$ cat config.mk
export PLATFORM = sky130hd
export DESIGN_NAME = manchester_tx_bit_stuffing
export DESIGN_NICKNAME = d
export VERILOG_FILES = /design/src/rtl/mtbs_pkg.sv /design/src/rtl/mtbs_front.sv /design/src/rtl/mtbs_back.sv /design/src/rtl/manchester_tx_bit_stuffing.sv
export SDC_FILE = /design/constraint.sdc
export NUM_CORES = 1
export LEC_CHECK = 0
export ABC_CLOCK_PERIOD_IN_PS = 3000
export BUFFER_PORTS_ARGS = -buffer_cell sky130_fd_sc_hd__buf_2
export CAP_MARGIN = 20
export CORE_ASPECT_RATIO = 1.75
export CORE_UTILIZATION = 40
export CTS_CLUSTER_DIAMETER = 30
export DETAILED_ROUTE_END_ITERATION = 10
export SYNTH_ARGS = -nofsm -noshare
export SYNTH_HDL_FRONTEND = slang
export SYNTH_SLANG_ARGS = --single-unit
$ cat constraint.sdc
create_clock -name clk -period 3 [get_ports clk]
set_input_delay 0.45 -clock clk [delete_from_list [all_inputs] [get_ports clk]]
set_output_delay 0.45 -clock clk [all_outputs]
set_load 0.05 [all_outputs]
$ cat src/rtl/mtbs_pkg.sv
// Shared constants and types for the Manchester transmitter with bit stuffing.
package mtbs_pkg;

    localparam int LEVEL_W       = 16;
    localparam int BYTE_W        = 8;
    localparam int BIT_IDX_W     = $clog2(BYTE_W);
    localparam int MAX_RESULTS   = 10;
    localparam int CNT_W         = $clog2(MAX_RESULTS + 1);
    localparam int RUN_LIMIT_DEF = 7;
    localparam int CFG_IDX_W     = 1;

    typedef enum logic [CFG_IDX_W-1:0] {
        REG_HIGH_LEVEL = 1'b0,
        REG_LOW_LEVEL  = 1'b1
    } cfg_reg_t;

    typedef struct packed {
        logic [BYTE_W-1:0] data_byte;
        logic              in_preamble;
        logic              end_of_frame;
    } req_t;

    typedef struct packed {
        logic valid;
        req_t req;
    } queue_head_t;

endpackage

$ cat src/rtl/mtbs_front.sv
// Front end: accepts byte requests and holds them in a two-entry queue.
module mtbs_front
(
    input  logic                           clk,
    input  logic                           rst_n,
    input  logic                           in_valid,
    output logic                           in_stall,
    input  logic [mtbs_pkg::BYTE_W-1:0]    data_byte,
    input  logic                           in_preamble,
    input  logic                           end_of_frame,
    output mtbs_pkg::queue_head_t          head,
    input  logic                           pop
);

    mtbs_pkg::req_t mem_reg [2];
    logic           wr_ptr_reg;
    logic           wr_ptr_next;
    logic           rd_ptr_reg;
    logic           rd_ptr_next;
    logic [1:0]     cnt_reg;
    logic [1:0]     cnt_next;
    logic           push;
    logic           do_pop;

    assign in_stall = (cnt_reg == 2'd2);
    assign push     = in_valid && !in_stall;
    assign do_pop   = pop && (cnt_reg != 2'd0);

    assign head.valid = (cnt_reg != 2'd0);
    assign head.req   = mem_reg[rd_ptr_reg];

    always_comb
    begin
        wr_ptr_next = push ? !wr_ptr_reg : wr_ptr_reg;
        rd_ptr_next = do_pop ? !rd_ptr_reg : rd_ptr_reg;
        cnt_next    = cnt_reg + {1'b0, push} - {1'b0, do_pop};
    end

    always_ff @(posedge clk)
    begin
        if (push)
        begin
            mem_reg[wr_ptr_reg] <= '{data_byte: data_byte, in_preamble: in_preamble,
                                     end_of_frame: end_of_frame};
        end
    end

    always_ff @(posedge clk or negedge rst_n)
    begin
        if (!rst_n)
        begin
            wr_ptr_reg <= 1'b0;
            rd_ptr_reg <= 1'b0;
            cnt_reg    <= 2'd0;
        end
        else
        begin
            wr_ptr_reg <= wr_ptr_next;
            rd_ptr_reg <= rd_ptr_next;
            cnt_reg    <= cnt_next;
        end
    end

endmodule

$ cat src/rtl/mtbs_back.sv
// Back end: walks a byte one symbol per cycle unless stalled, stuffs, registers each result.
module mtbs_back #(
    parameter int RUN_LIMIT = mtbs_pkg::RUN_LIMIT_DEF
)
(
    input  logic                           clk,
    input  logic                           rst_n,
    input  mtbs_pkg::queue_head_t          head,
    output logic                           pop,
    input  logic [mtbs_pkg::LEVEL_W-1:0]   high_level,
    input  logic [mtbs_pkg::LEVEL_W-1:0]   low_level,
    output logic                           out_valid,
    input  logic                           out_stall,
    output logic [mtbs_pkg::LEVEL_W-1:0]   first_half_level,
    output logic [mtbs_pkg::LEVEL_W-1:0]   second_half_level,
    output logic                           bit_value,
    output logic                           is_stuffing,
    output logic                           last,
    output logic                           line_idle_after
);

    localparam int RUN_W = $clog2(RUN_LIMIT + 1);
    localparam logic [RUN_W-1:0] RunMax = RUN_W'(RUN_LIMIT);
    localparam logic [mtbs_pkg::BIT_IDX_W-1:0] LastIdx = mtbs_pkg::BIT_IDX_W'(mtbs_pkg::BYTE_W - 1);
    localparam logic [mtbs_pkg::CNT_W-1:0] CntMax = mtbs_pkg::CNT_W'(mtbs_pkg::MAX_RESULTS);
    localparam logic [mtbs_pkg::CNT_W-1:0] CntLast = mtbs_pkg::CNT_W'(mtbs_pkg::MAX_RESULTS - 1);

    logic                              busy_reg;
    logic                              busy_next;
    logic [mtbs_pkg::BYTE_W-1:0]       byte_reg;
    logic [mtbs_pkg::BYTE_W-1:0]       byte_next;
    logic                              pre_reg;
    logic                              pre_next;
    logic                              eof_reg;
    logic                              eof_next;
    logic [mtbs_pkg::BIT_IDX_W-1:0]    idx_reg;
    logic [mtbs_pkg::BIT_IDX_W-1:0]    idx_next;
    logic [mtbs_pkg::CNT_W-1:0]        cnt_reg;
    logic [mtbs_pkg::CNT_W-1:0]        cnt_next;
    logic [RUN_W-1:0]                  run_reg;
    logic [RUN_W-1:0]                  run_next;

    logic                              out_valid_reg;
    logic                              out_valid_next;
    logic [mtbs_pkg::LEVEL_W-1:0]      first_reg;
    logic [mtbs_pkg::LEVEL_W-1:0]      second_reg;
    logic                              bit_reg;
    logic                              stuff_reg;
    logic                              last_reg;
    logic                              idle_reg;

    logic                              out_ready;
    logic                              step;
    logic                              stuff_now;
    logic                              sym_bit;
    logic                              final_sym;
    logic                              emit;
    logic                              load;
    logic                              sym_last;

    assign out_ready = !out_valid_reg || !out_stall;
    assign step      = busy_reg && out_ready;
    assign stuff_now = !pre_reg && (run_reg >= RunMax);
    assign sym_bit   = stuff_now ? 1'b0 : byte_reg[mtbs_pkg::BYTE_W-1];
    assign final_sym = !stuff_now && (idx_reg == LastIdx);
    assign emit      = (cnt_reg != CntMax);
    assign sym_last  = final_sym || (cnt_reg == CntLast);
    assign load      = head.valid && (!busy_reg || (step && final_sym));
    assign pop       = load;

    always_comb
    begin
        busy_next = busy_reg;
        byte_next = byte_reg;
        pre_next  = pre_reg;
        eof_next  = eof_reg;
        idx_next  = idx_reg;
        cnt_next  = cnt_reg;
        run_next  = run_reg;

        if (step)
        begin
            if (stuff_now)
            begin
                run_next = '0;
            end
            else
            begin
                if (byte_reg[mtbs_pkg::BYTE_W-1])
                begin
                    if (run_reg < RunMax)
                    begin
                        run_next = run_reg + RUN_W'(1);
                    end
                end
                else
                begin
                    run_next = '0;
                end
                if (final_sym && eof_reg)
                begin
                    run_next = '0;
                end
                byte_next = {byte_reg[mtbs_pkg::BYTE_W-2:0], 1'b0};
                idx_next  = idx_reg + mtbs_pkg::BIT_IDX_W'(1);
            end
            if (emit)
            begin
                cnt_next = cnt_reg + mtbs_pkg::CNT_W'(1);
            end
            if (final_sym)
            begin
                busy_next = 1'b0;
            end
        end

        if (load)
        begin
            busy_next = 1'b1;
            byte_next = head.req.data_byte;
            pre_next  = head.req.in_preamble;
            eof_next  = head.req.end_of_frame;
            idx_next  = '0;
            cnt_next  = '0;
        end

        if (step)
        begin
            out_valid_next = emit;
        end
        else if (out_ready)
        begin
            out_valid_next = 1'b0;
        end
        else
        begin
            out_valid_next = out_valid_reg;
        end
    end

    always_ff @(posedge clk)
    begin
        if (step && emit)
        begin
            first_reg  <= sym_bit ? low_level : high_level;
            second_reg <= sym_bit ? high_level : low_level;
            bit_reg    <= sym_bit;
            stuff_reg  <= stuff_now;
            last_reg   <= sym_last;
            idle_reg   <= sym_last && eof_reg;
        end
    end

    always_ff @(posedge clk)
    begin
        byte_reg <= byte_next;
        pre_reg  <= pre_next;
        eof_reg  <= eof_next;
    end

    always_ff @(posedge clk or negedge rst_n)
    begin
        if (!rst_n)
        begin
            busy_reg      <= 1'b0;
            idx_reg       <= '0;
            cnt_reg       <= '0;
            run_reg       <= '0;
            out_valid_reg <= 1'b0;
        end
        else
        begin
            busy_reg      <= busy_next;
            idx_reg       <= idx_next;
            cnt_reg       <= cnt_next;
            run_reg       <= run_next;
            out_valid_reg <= out_valid_next;
        end
    end

    assign out_valid         = out_valid_reg;
    assign first_half_level  = first_reg;
    assign second_half_level = second_reg;
    assign bit_value         = bit_reg;
    assign is_stuffing       = stuff_reg;
    assign last              = last_reg;
    assign line_idle_after   = idle_reg;

endmodule

$ cat src/rtl/manchester_tx_bit_stuffing.sv
// Top level of the Manchester transmitter with bit stuffing: level registers, front and back end.
// An accepted byte goes through the queue and the back-end byte register to the output registers.
// Line bits then follow at one per cycle unless stalled, set by the back-end symbol sequencer.
// A byte gives eight line bits, plus one for each stuffing zero, at most ten results per byte.
// A two-entry request queue lets new bytes be accepted while a byte is still being sent.
// Reset clears the queue, the ones-run counter and the output valid, and restores the levels.
module manchester_tx_bit_stuffing #(
    parameter int RUN_LIMIT = mtbs_pkg::RUN_LIMIT_DEF
)
(
    input  logic                             clk,
    input  logic                             rst_n,
    input  logic                             cfg_wr_en,
    input  logic [mtbs_pkg::CFG_IDX_W-1:0]   cfg_index,
    input  logic [mtbs_pkg::LEVEL_W-1:0]     cfg_wdata,
    input  logic                             in_valid,
    output logic                             in_stall,
    input  logic [mtbs_pkg::BYTE_W-1:0]      data_byte,
    input  logic                             in_preamble,
    input  logic                             end_of_frame,
    output logic                             out_valid,
    input  logic                             out_stall,
    output logic [mtbs_pkg::LEVEL_W-1:0]     first_half_level,
    output logic [mtbs_pkg::LEVEL_W-1:0]     second_half_level,
    output logic                             bit_value,
    output logic                             is_stuffing,
    output logic                             last,
    output logic                             line_idle_after
);

    logic [mtbs_pkg::LEVEL_W-1:0] high_level_reg;
    logic [mtbs_pkg::LEVEL_W-1:0] low_level_reg;
    mtbs_pkg::queue_head_t        head;
    logic                         pop;

    always_ff @(posedge clk or negedge rst_n)
    begin
        if (!rst_n)
        begin
            high_level_reg <= {mtbs_pkg::LEVEL_W{1'b1}};
            low_level_reg  <= '0;
        end
        else if (cfg_wr_en)
        begin
            unique case (mtbs_pkg::cfg_reg_t'(cfg_index))
                mtbs_pkg::REG_HIGH_LEVEL: high_level_reg <= cfg_wdata;
                mtbs_pkg::REG_LOW_LEVEL:  low_level_reg  <= cfg_wdata;
                default:                  high_level_reg <= high_level_reg;
            endcase
        end
    end

    mtbs_front u_front (
        .clk          (clk),
        .rst_n        (rst_n),
        .in_valid     (in_valid),
        .in_stall     (in_stall),
        .data_byte    (data_byte),
        .in_preamble  (in_preamble),
        .end_of_frame (end_of_frame),
        .head         (head),
        .pop          (pop)
    );

    mtbs_back #(
        .RUN_LIMIT (RUN_LIMIT)
    ) u_back (
        .clk               (clk),
        .rst_n             (rst_n),
        .head              (head),
        .pop               (pop),
        .high_level        (high_level_reg),
        .low_level         (low_level_reg),
        .out_valid         (out_valid),
        .out_stall         (out_stall),
        .first_half_level  (first_half_level),
        .second_half_level (second_half_level),
        .bit_value         (bit_value),
        .is_stuffing       (is_stuffing),
        .last              (last),
        .line_idle_after   (line_idle_after)
    );

endmodule
Word level (Yosys, flattened, before mapping):

Memories as Yosys holds them, arrays and structs flattened.
Index checks and enable logic that the tools add are counted.
Widths: inputs -> output; s select.

* flip-flop bits (word level): 94
* bits in writable memories: 20
* input port bits: 32
* output and inout bits: 38
* logic and storage cells: 89
* memories: 1

Memory list
* u_front.mem_reg: words 2, width 10, read ports 1, clocked after memory_dff 0, write ports 1, line mtbs_front.sv:15 `mtbs_pkg::req_t mem_reg [2];`

* $add $sub $neg: 5
* order comparisons: 2
* equality and inequality tests: 6
* mux-type cells: 23
* bitwise operators: 1
* reduce and logical (&&, ||, !) cells: 32

Operators with widths (number)
* $mux 16: 2
* $mux 8: 3
* $mux 3: 7
* $mux 4: 3
* $reduce_and 2->1: 6
* $logic_and 1x1->1: 10
* $reduce_bool 2->1: 5
* $logic_not 1->1: 8
* $mux 1: 8
* $ne 4x4->1 const B: 2
* $add 3x1->3 const B: 2
* $add 4x1->4 const B: 1
* $eq 4x4->1 const B: 1
* $eq 3x3->1 const B: 1
* $ge 3x3->1 const B: 1
* $logic_or 1x1->1: 3
* $lt 3x3->1 const B: 1
* $add 2x1->2: 1
* $eq 2x2->1 const B: 1
* $ne 2x2->1 const B: 1
* $sub 2x1->2: 1
* $not 1->1: 1

Depth between registers and ports, before layout:

Gate-level depths: netlist of run 1.

* word-level depth: 9
* mapped depth: 11
* mapped depth without buffers: 10

By module:

A second synthesis of run 1 with hierarchy kept.

* cells, all modules: 308
* area total of the unflattened synthesis: 4944.7 um^2

Modules (own cells, without submodules)
* mtbs_back: times used 1, cells each 190, area an instance 2748.9 um^2, sequential area each 1681.6 um^2
* manchester_tx_bit_stuffing: times used 1, cells each 69, area an instance 1272.5 um^2, sequential area each 820.8 um^2
* mtbs_front: times used 1, cells each 49, area an instance 923.4 um^2, sequential area each 700.7 um^2

Worst setup path before layout of run 1:

Ideal clock, no wire load.

* path type: register -> register
* start: reg u_back.out_valid_reg, in the netlist u_back.out_valid
* end: reg u_back.cnt_reg[1] (netlist bit)
* setup time: 0.073 ns
* arrival: 3.349 ns
* data required time: 2.927 ns
* path slack: -0.422 ns
* stages on the path, launching flop included: 5
* path buffers: 0
* period minus slack after synthesis: 3.422 ns
* cell sequence: dfrtp_1 -> a21bo_2 -> a21oi_1 -> mux2i_1 -> nor2b_1

* word-level cells in the longest chain between the ends: 8
* elaborated cells between the ends (all ways): 10
* those cells by class: mux (1); reduce/logical (9)

RTL lines
* start, declared: line mtbs_back.sv:43 `logic out_valid_reg;`
* start signal, assigned: line mtbs_back.sv:177 `out_valid_reg <= out_valid_next;`
* $logic_not 1->1 *: line mtbs_back.sv:61 `assign out_ready = !out_valid_reg || !out_stall;`
* $logic_or 1x1->1 *: line mtbs_back.sv:61
* $logic_and 1x1->1 *: line mtbs_back.sv:62 `assign step = busy_reg && out_ready;`
* $logic_and 1x1->1: line mtbs_back.sv:68 `assign load = head.valid && (!busy_reg || (step && final_sym));`
* $logic_or 1x1->1: line mtbs_back.sv:68
* $logic_and 1x1->1: line mtbs_back.sv:68
* $reduce_bool 2->1 (no source line)
* $reduce_and 2->1 (no source line)
* end signal, assigned: line mtbs_back.sv:175 `cnt_reg <= cnt_next;`
* end, declared: line mtbs_back.sv:38 `logic [mtbs_pkg::CNT_W-1:0] cnt_reg;`

Mark *: on every way between the ends. The rest lies on a longest branch, timed or not.
A chain may end at the register's enable or synchronous reset.

Worst setup path in the final report of run 1:

* start: reg u_back.run_reg[0]
* end: reg u_front.cnt_reg[1]

* word-level cells in the longest chain between the ends: 9

RTL lines
* start, declared: line mtbs_back.sv:40 `logic [RUN_W-1:0] run_reg;`
* start signal, assigned: line mtbs_back.sv:176 `run_reg <= run_next;`
* $ge 3x3->1: line mtbs_back.sv:63 `assign stuff_now = !pre_reg && (run_reg >= RunMax);`
* $logic_and 1x1->1: line mtbs_back.sv:63
* $logic_not 1->1: line mtbs_back.sv:65 `assign final_sym = !stuff_now && (idx_reg == LastIdx);`
* $logic_and 1x1->1: line mtbs_back.sv:65
* $logic_and 1x1->1: line mtbs_back.sv:68
* $logic_or 1x1->1: line mtbs_back.sv:68
* $logic_and 1x1->1: line mtbs_back.sv:68
* $logic_and 1x1->1: line mtbs_front.sv:27 `assign do_pop = pop && (cnt_reg != 2'd0);`
* $sub 2x1->2: line mtbs_front.sv:36 `cnt_next = cnt_reg + {1'b0, push} - {1'b0, do_pop};`
* via u_front.cnt_next[1]: line mtbs_front.sv:21 `logic [1:0] cnt_next;`
* end signal, assigned: line mtbs_front.sv:60 `cnt_reg <= cnt_next;`
* end, declared: line mtbs_front.sv:20 `logic [1:0] cnt_reg;`

The timed path passes the listed nets, and every way through them passes these cells.

==> results of run 1 <==
==> logic make-up (layout without fill, tap and decap cells) <==
kind of cell	count (synthesis)	in the layout	share of synthesized area, %
xor gates and xnor gates	6	6	1.113
and+or+nand+nor	36	36	4.242
adders and majority gates	9	9	2.386
DFF	114	114	67.87
AOI/OAI and AO/OA	15	15	2.704
muxes	84	84	20.04
buffers and inverters	15	114	1.644
==> layout make-up <==
| cell class | instances | area [um2] |
|---|---|---|
| fill | 967 | 5695 |
| sequential | 114 | 3203 |
| multi-input combinational | 150 | 1453 |
| clock buffer | 19 | 442.9 |
| timing repair buffer | 75 | 390.4 |
| tap | 135 | 168.9 |
| clock inverter | 13 | 136.4 |
| inverter | 7 | 26.28 |
==> cell usage in the layout (no fill, tap or decap), types with 3 or more instances in the layout <==
master,count
mux2_2,80
buf_2,69
edfxtp_1,66
dfrtp_1,32
clkbuf_16,17
dfstp_2,16
nand2_1,12
ha_1,9
inv_1,7
nor2_1,7
buf_4,6
xnor2_1,4
clkinvlp_4,4
clkinv_2,4
o21ai_0,3
and2_1,3
mux2i_1,3
==> worst min-delay path by stage <==
stage	startpoint	end	slack, ps	cells past startpoint
after floorplan	rst_n	low_level_reg[0]	150	0
after global routing	rst_n	low_level_reg[8]	140	1
final	rst_n	low_level_reg[10]	80	1
after global placement	u_front.wr_ptr_reg	u_front.wr_ptr_reg	480	1
after detailed placement	u_front.wr_ptr_reg	u_front.wr_ptr_reg	500	1
after CTS	rst_n	low_level_reg[10]	100	1
==> stage by stage <==
step	area, um2	hold slack, ps
2_1_floorplan	4723	154.4
3_3_place_gp	5241	478.9
3_5_place_dp	5241	495.9
4_1_cts	5821	97.55
5_1_grt	5821	136.2
6_report	5821	76.74
==> power groups by stage <==
stage | logic (mW) | registers [mW] | clock network (mW)
2_1_floorplan | 0.982 | 3.31 | 0
3_3_place_gp | 2.12 | 2.59 | 0
3_5_place_dp | 2.16 | 2.60 | 0
4_1_cts | 2.17 | 2.58 | 1.97
5_1_grt | 2.30 | 2.64 | 2.05
6_report | 2.14 | 2.57 | 1.92
==> routing by layer <==
| layer | vias up | wire [um] |
|---|---|---|
| met4 | 0 | 184 |
| met1 | 1241 | 3072 |
| met3 | 15 | 345 |
| li1 | 1209 | - |
| met5 | - | 0 |
| met2 | 74 | 4226 |
==> worst register-to-register path: cells and delay by family (launching register included) <==
kind	cells	cell delay [ps]
AOI/OAI and AO/OA	1	360
and+or+nand+nor	2	340
xor gates and xnor gates	2	260
adders and majority gates	4	860
buffers and inverters	1	60
DFF	1	440
==> summary.txt, run 1 <==
Run status
  – Status: complete, but fails checks
  – Failing checks: design-rule violations

Floorplanning
  – FP Rows: 52
  – Die Y: 145.7 um
  – Die W: 84.11 um
  – IO Count: 70
  – Starting Density: between 40% and 50%
  – Core Region: 11520 um2
  – Die ar.: between 10000 and 15000 um2

Power and ir drop
  – Maximum VDD drop: 0.5595 mV
  – Power, Total: 6.639 mW
  – P_int: 4.308 mW
  – Clock share of power: 29.0%
  – Switching part of the total power: 35.11%
  – Leakage: ~2.4 nW
  – Switching pwr: between 2 and 2.5 mW
  – Seq pwr share: 38.8%
  – Power Density: between 1000 and 1500 nW/um2
  – Combinational Power Share: 32.2%

Synth
  – Synth area leader: edfxtp_1
  – Seq cells post-synth: about 110
  – Synth top area cells: edfxtp_1, mux2_2, dfrtp_1, dfstp_2, ha_1
  – Syn Inst Count: 279
  – Ys flop type: edfxtp_1
  – Most common cell in the synthesized netlist: mux2_2
  – Syn avg cell area: between 15 and 20 um2
  – Post-synth EDFFs: 66
  – Yosys cell types: 36
  – Mapped cell area: 4720 um2
  – Syn_nets: 320
  – Yosys warnings: 0
  – Seq/Total Area, Yosys: 67.87%
  – Commonest cells in the synthesized netlist: mux2_2, edfxtp_1, dfrtp_1, dfstp_2, nand2_1
  – Share of the synthesized area in the top cell type: between 40% and 50%
  – Synth async-reset ratio: about 42%

Timing
  – Max-slew violations: 0
  – RSZ-0062 raised after global routing: no
  – Finish-stage setup viols: 0
  – Clock skew: 7.782 ps
  – Fin crit share: 79.89%
  – Final Hold Viols: 0
  – Post-layout min period: 2397 ps
  – Peak Freq: 0.4173 GHz
  – Setup ws final: 603.4 ps
  – Slew headroom: approximately 44%
  – Setup TNS: 0 ps
  – Slew @ Worst Pin: 833.1 ps

Clock network
  – H-tree depth: 4
  – CTS buffer count: 17
  – Root buffer cell: clkbuf_16
  – Post-CTS setup buffer count: 0
  – CTS tree: yes
  – Num Clock Sinks: 114
  – Reg clk slew, reported paths: ~50 ps
  – Number of gates resized after CTS: 0
  – CTS max path bufs: 2
  – Worst-skew pair later-pin latency: 400 ps
  – CTS Hold Bufs: 0

Setup path
  – Slowest cell on crit path: dfrtp_1
  – Worst Setup Start Kind: flip-flop
  – Critical Path End Type: flip-flop
  – Cell mode on critical path: ha_1
  – Reg2reg setup slack: 600 ps
  – CP max FO: 14
  – Critical path class: reg -> reg
  – CP delay by family, top: adder cells
  – Bufs and invs on worst path: 1
  – Worst r2r dst: u_front.cnt_reg[1]
  – Crit path from: u_back.run_reg[0]
  – Crit Reg-Reg Startpoint: u_back.run_reg[0]
  – Worst R2R Path Depth: 10
  – Worst path depth: 10
  – Crit-path cells: ha_1 -> ha_1 -> nand2b_1 -> nand3_4 -> o21ai_4 -> ha_1 -> inv_1 -> ha_1 -> xnor2_1 -> xnor2_1
  – Crit path capture: u_front.cnt_reg[1]
  – Max incr delay on CP: 440 ps
  – CP required: between 3000 and 4000 ps
  – Worst EP arrival: 2720 ps

Final layout
  – Final Util: ~50%
  – Cell Count, Final, Fillers Out: 513
  – Largest register FFs: 20
  – Antenna Diode Count: 0
  – NumNets Final: 406
  – Fraction of layout cells with a size suffix above 1: 56.08%
  – Area grow syn2layout: 23.33%

Placement
  – Buffers on Ports: 69
  – Detailed Place HPWL: ~5.3 mm
  – Placed insts: slightly below 500
  – DP Worst Slack: 588.2 ps
  – Routability cong.: 0.6989

Global routing
  – Vias in the first global route: 2808
  – M2 GR Usage: about a quarter
  – Total Routing Usage GR: 14.39%
  – GR Util met1: 15.24%
  – Antenna violations before repair: 0
  – GR peak layer: met2
  – GR Util met3: 3.857%
  – First-pass GRT wire length: 13.38 mm
  – Largest net degree at the start of global routing: 38
  – Grt ovf: 0

Route
  – Pre-Repair DR Iteration Count: 7
  – Vias per cell: 4.949
  – Via count: 2539
  – Antenna-violating nets left: 0
  – Routed WL per cell: roughly 15 um
  – Starting DRT DRC Count: 98
  – Routed WL: 7.828 mm
  – DRC viols: 20

Worst hold path
  – Worst hold path type: in -> async

Run
  – Max-Cap Viols: 0
Note: power is estimated with default switching activity, not from simulation.
==> inputs of run 2 (changes only) <==
ABC_CLOCK_PERIOD_IN_PS = 2200   (was 3000)
clock period = 2.2 ns   (was 3 ns; I/O delays follow)
==> summary.txt, run 2 (same netlist as run 1, synthesis figures left out) <==
Placement
  – Placed inst area: roughly 5300 um2
  – Detailed Place HPWL: ~5.3 mm
  – Buffers on Ports: just under 70
  – Routability cong.: between 0.7 and 0.8

Global routing
  – Vias in the first global route: 2700
  – Largest net degree at the start of global routing: 49
  – Antenna violations before repair: 0
  – Grt ovf: 0
  – First-pass GRT wire length: 13.13 mm
  – Total Routing Usage GR: 14.30%

Power and ir drop
  – Switching pwr: 3.214 mW
  – Power Density: 1568 nW/um2
  – Combinational Power Share: around 33%
  – Switching part of the total power: 34.40%
  – Seq pwr share: 37.4%
  – P_int: 6.129 mW
  – Leakage: 2.465 nW
  – Clock share of power: 29.7%
  – Power, Total: around 9.3 mW
  – Maximum VDD drop: 0.9258 mV

Timing
  – Slew headroom: 57.81%
  – Slew @ Worst Pin: 632.9 ps
  – Max-slew violations: 0
  – Final Hold Viols: 0
  – Post-layout min period: 2050 ps
  – Peak Freq: 0.4877 GHz
  – Clock skew: between 6 and 7 ps
  – RSZ-0062 raised after global routing: no
  – Fin crit share: 93.20%
  – Setup TNS: 0 ps
  – Finish-stage setup viols: 0
  – Hold_ws: 50.50 ps

Floorplanning
  – IO Count: 70
  – Die ar.: 12250 um2
  – FP Rows: 52
  – Starting Density: 40.98%
  – Core Region: 11520 um2
  – Die Y: 145.7 um
  – Die W: 84.11 um

Route
  – Via count: 2551
  – DRC viols: 16
  – Routed WL: around 8 mm
  – Antenna-violating nets left: 0
  – Starting DRT DRC Count: 91
  – Top Layer Used: met4
  – Pre-Repair DR Iteration Count: 7
  – Vias per cell: 4.925
  – Routed length on met1: 3.229 mm
  – Detail Route met3 WL: 265 um
  – Metal2 WL: 4.416 mm
  – Routed WL per cell: 15.48 um

Setup path
  – Worst EP arrival: 2190 ps
  – CP delay by family, top: adder cells
  – Worst Setup Start Kind: flip-flop
  – CP max FO: 11
  – Bufs and invs on worst path: 1
  – Crit path from: u_back.run_reg[1]
  – Critical path class: reg -> reg
  – Worst path depth: 7
  – Crit path capture: u_back.byte_reg[7]
  – CP required: 2340 ps
  – Critical Path End Type: flip-flop
  – Worst R2R Path Depth: 7
  – Reg2reg setup slack: 150 ps
  – Crit Reg-Reg Startpoint: u_back.run_reg[1]
  – Max incr delay on CP: between 300 and 400 ps
  – Worst r2r dst: u_back.byte_reg[7]
  – Crit-path cells: ha_2 -> ha_1 -> nand2b_4 -> nand3_4 -> o21ai_4 -> buf_4 -> mux2_2
  – Slowest cell on crit path: dfrtp_1

Clock network
  – H-tree depth: 4
  – CTS buffer count: 17
  – Num Clock Sinks: around 110
  – Worst-skew pair later-pin latency: around 400 ps
  – CTS tree: yes
  – CTS max path bufs: 2
  – Root buffer cell: clkbuf_16
  – Reg clk slew, reported paths: 50 ps
  – Post-CTS setup buffer count: 0

Final layout
  – Largest register FFs: 20
  – NumNets Final: approximately 410
  – Fraction of layout cells with a size suffix above 1: roughly three fifths
  – Commonest non-fill, non-tap cell in the layout: mux2_2
  – Area grow syn2layout: 26.27%
  – Design Area, Final: 5959 um2
  – Most frequent cells in the layout: mux2_2, buf_2, edfxtp_1
  – Antenna Diode Count: 0

Worst hold path
  – Worst hold path type: in -> async

Run status
  – Status: complete, but fails checks
  – Failing checks: design-rule violations

Run
  – Max-Cap Viols: 0
==> run 2: cell types whose count changed in the layout (fill, tap and decap cells not counted), moves of 2 or more <==
cell,delta
buf_4,+3
ha_4,+2
clkinv_2,-2
buf_12,+2
ha_1,-3
==> run 2: worst register-to-register path: stages, from the launching register on <==
cell and delay, ps:
dfrtp_1 380, ha_2 190, ha_1 210, nand2b_4 110
nand3_4 120, o21ai_4 220, buf_4 230, mux2_2 350
==> run 2: worst min path at each step <==
stage	startpoint	to	cells past startpoint
final	rst_n	low_level_reg[10]	2
after global routing	rst_n	low_level_reg[12]	2
after CTS	rst_n	low_level_reg[12]	2
after detailed placement	u_front.wr_ptr_reg	u_front.wr_ptr_reg	1
after global placement	rst_n	low_level_reg[10]	2
after floorplan	rst_n	low_level_reg[0]	0
==> run 2: final cells by class <==
cell class	instances	area [um2]
Timing Repair Buffer	80	452.9
Tap cell	135	168.9
Fill cell	947	5557
Multi-Input combinational cell	150	1495
Sequential cell	114	3203
Clock buffer	20	456.7
Inverter	7	26.28
Clock inverter	12	156.4
==> run 2: metrics by stage <==
| stage | cells | setup WS (ps) | util [%] |
|---|---|---|---|
| 2_1_floorplan | 279 | 20.54 | - |
| 3_3_place_gp | 486 | 117.1 | 46.36 |
| 3_5_place_dp | 486 | 45.29 | 46.36 |
| 4_1_cts | 518 | 50.64 | 51.68 |
| 5_1_grt | 518 | 46.34 | 51.75 |
| 6_report | 518 | 149.6 | 51.75 |
==> run 2: timing repair <==
| action | CTS | global route |
|---|---|---|
| resized for setup | 0 | 1 |
| hold buffers | 0 | 0 |
| endpoints found under the setup margin | 0 | 7 |
| endpoints found under the hold margin | 0 | 0 |
==> run 2: power groups by stage <==
| stage | sequential (mW) | combinational (mW) | clock (mW) |
|---|---|---|---|
| final | 3.50 | 3.08 | 2.77 |
| after global routing | 3.58 | 3.29 | 2.93 |
| after CTS | 3.51 | 3.12 | 2.84 |
| after detailed placement | 3.53 | 3.11 | 0 |
| after global placement | 3.52 | 3.07 | 0 |
| after floorplan | 4.52 | 1.40 | 0 |
==> run 2: metal layers <==
metal	GRT usage (%)	vias up
met1	14.56	1275
met4	6.121	0
met5	0	-
met3	4.935	4
li1	-	1217
met2	26.11	55
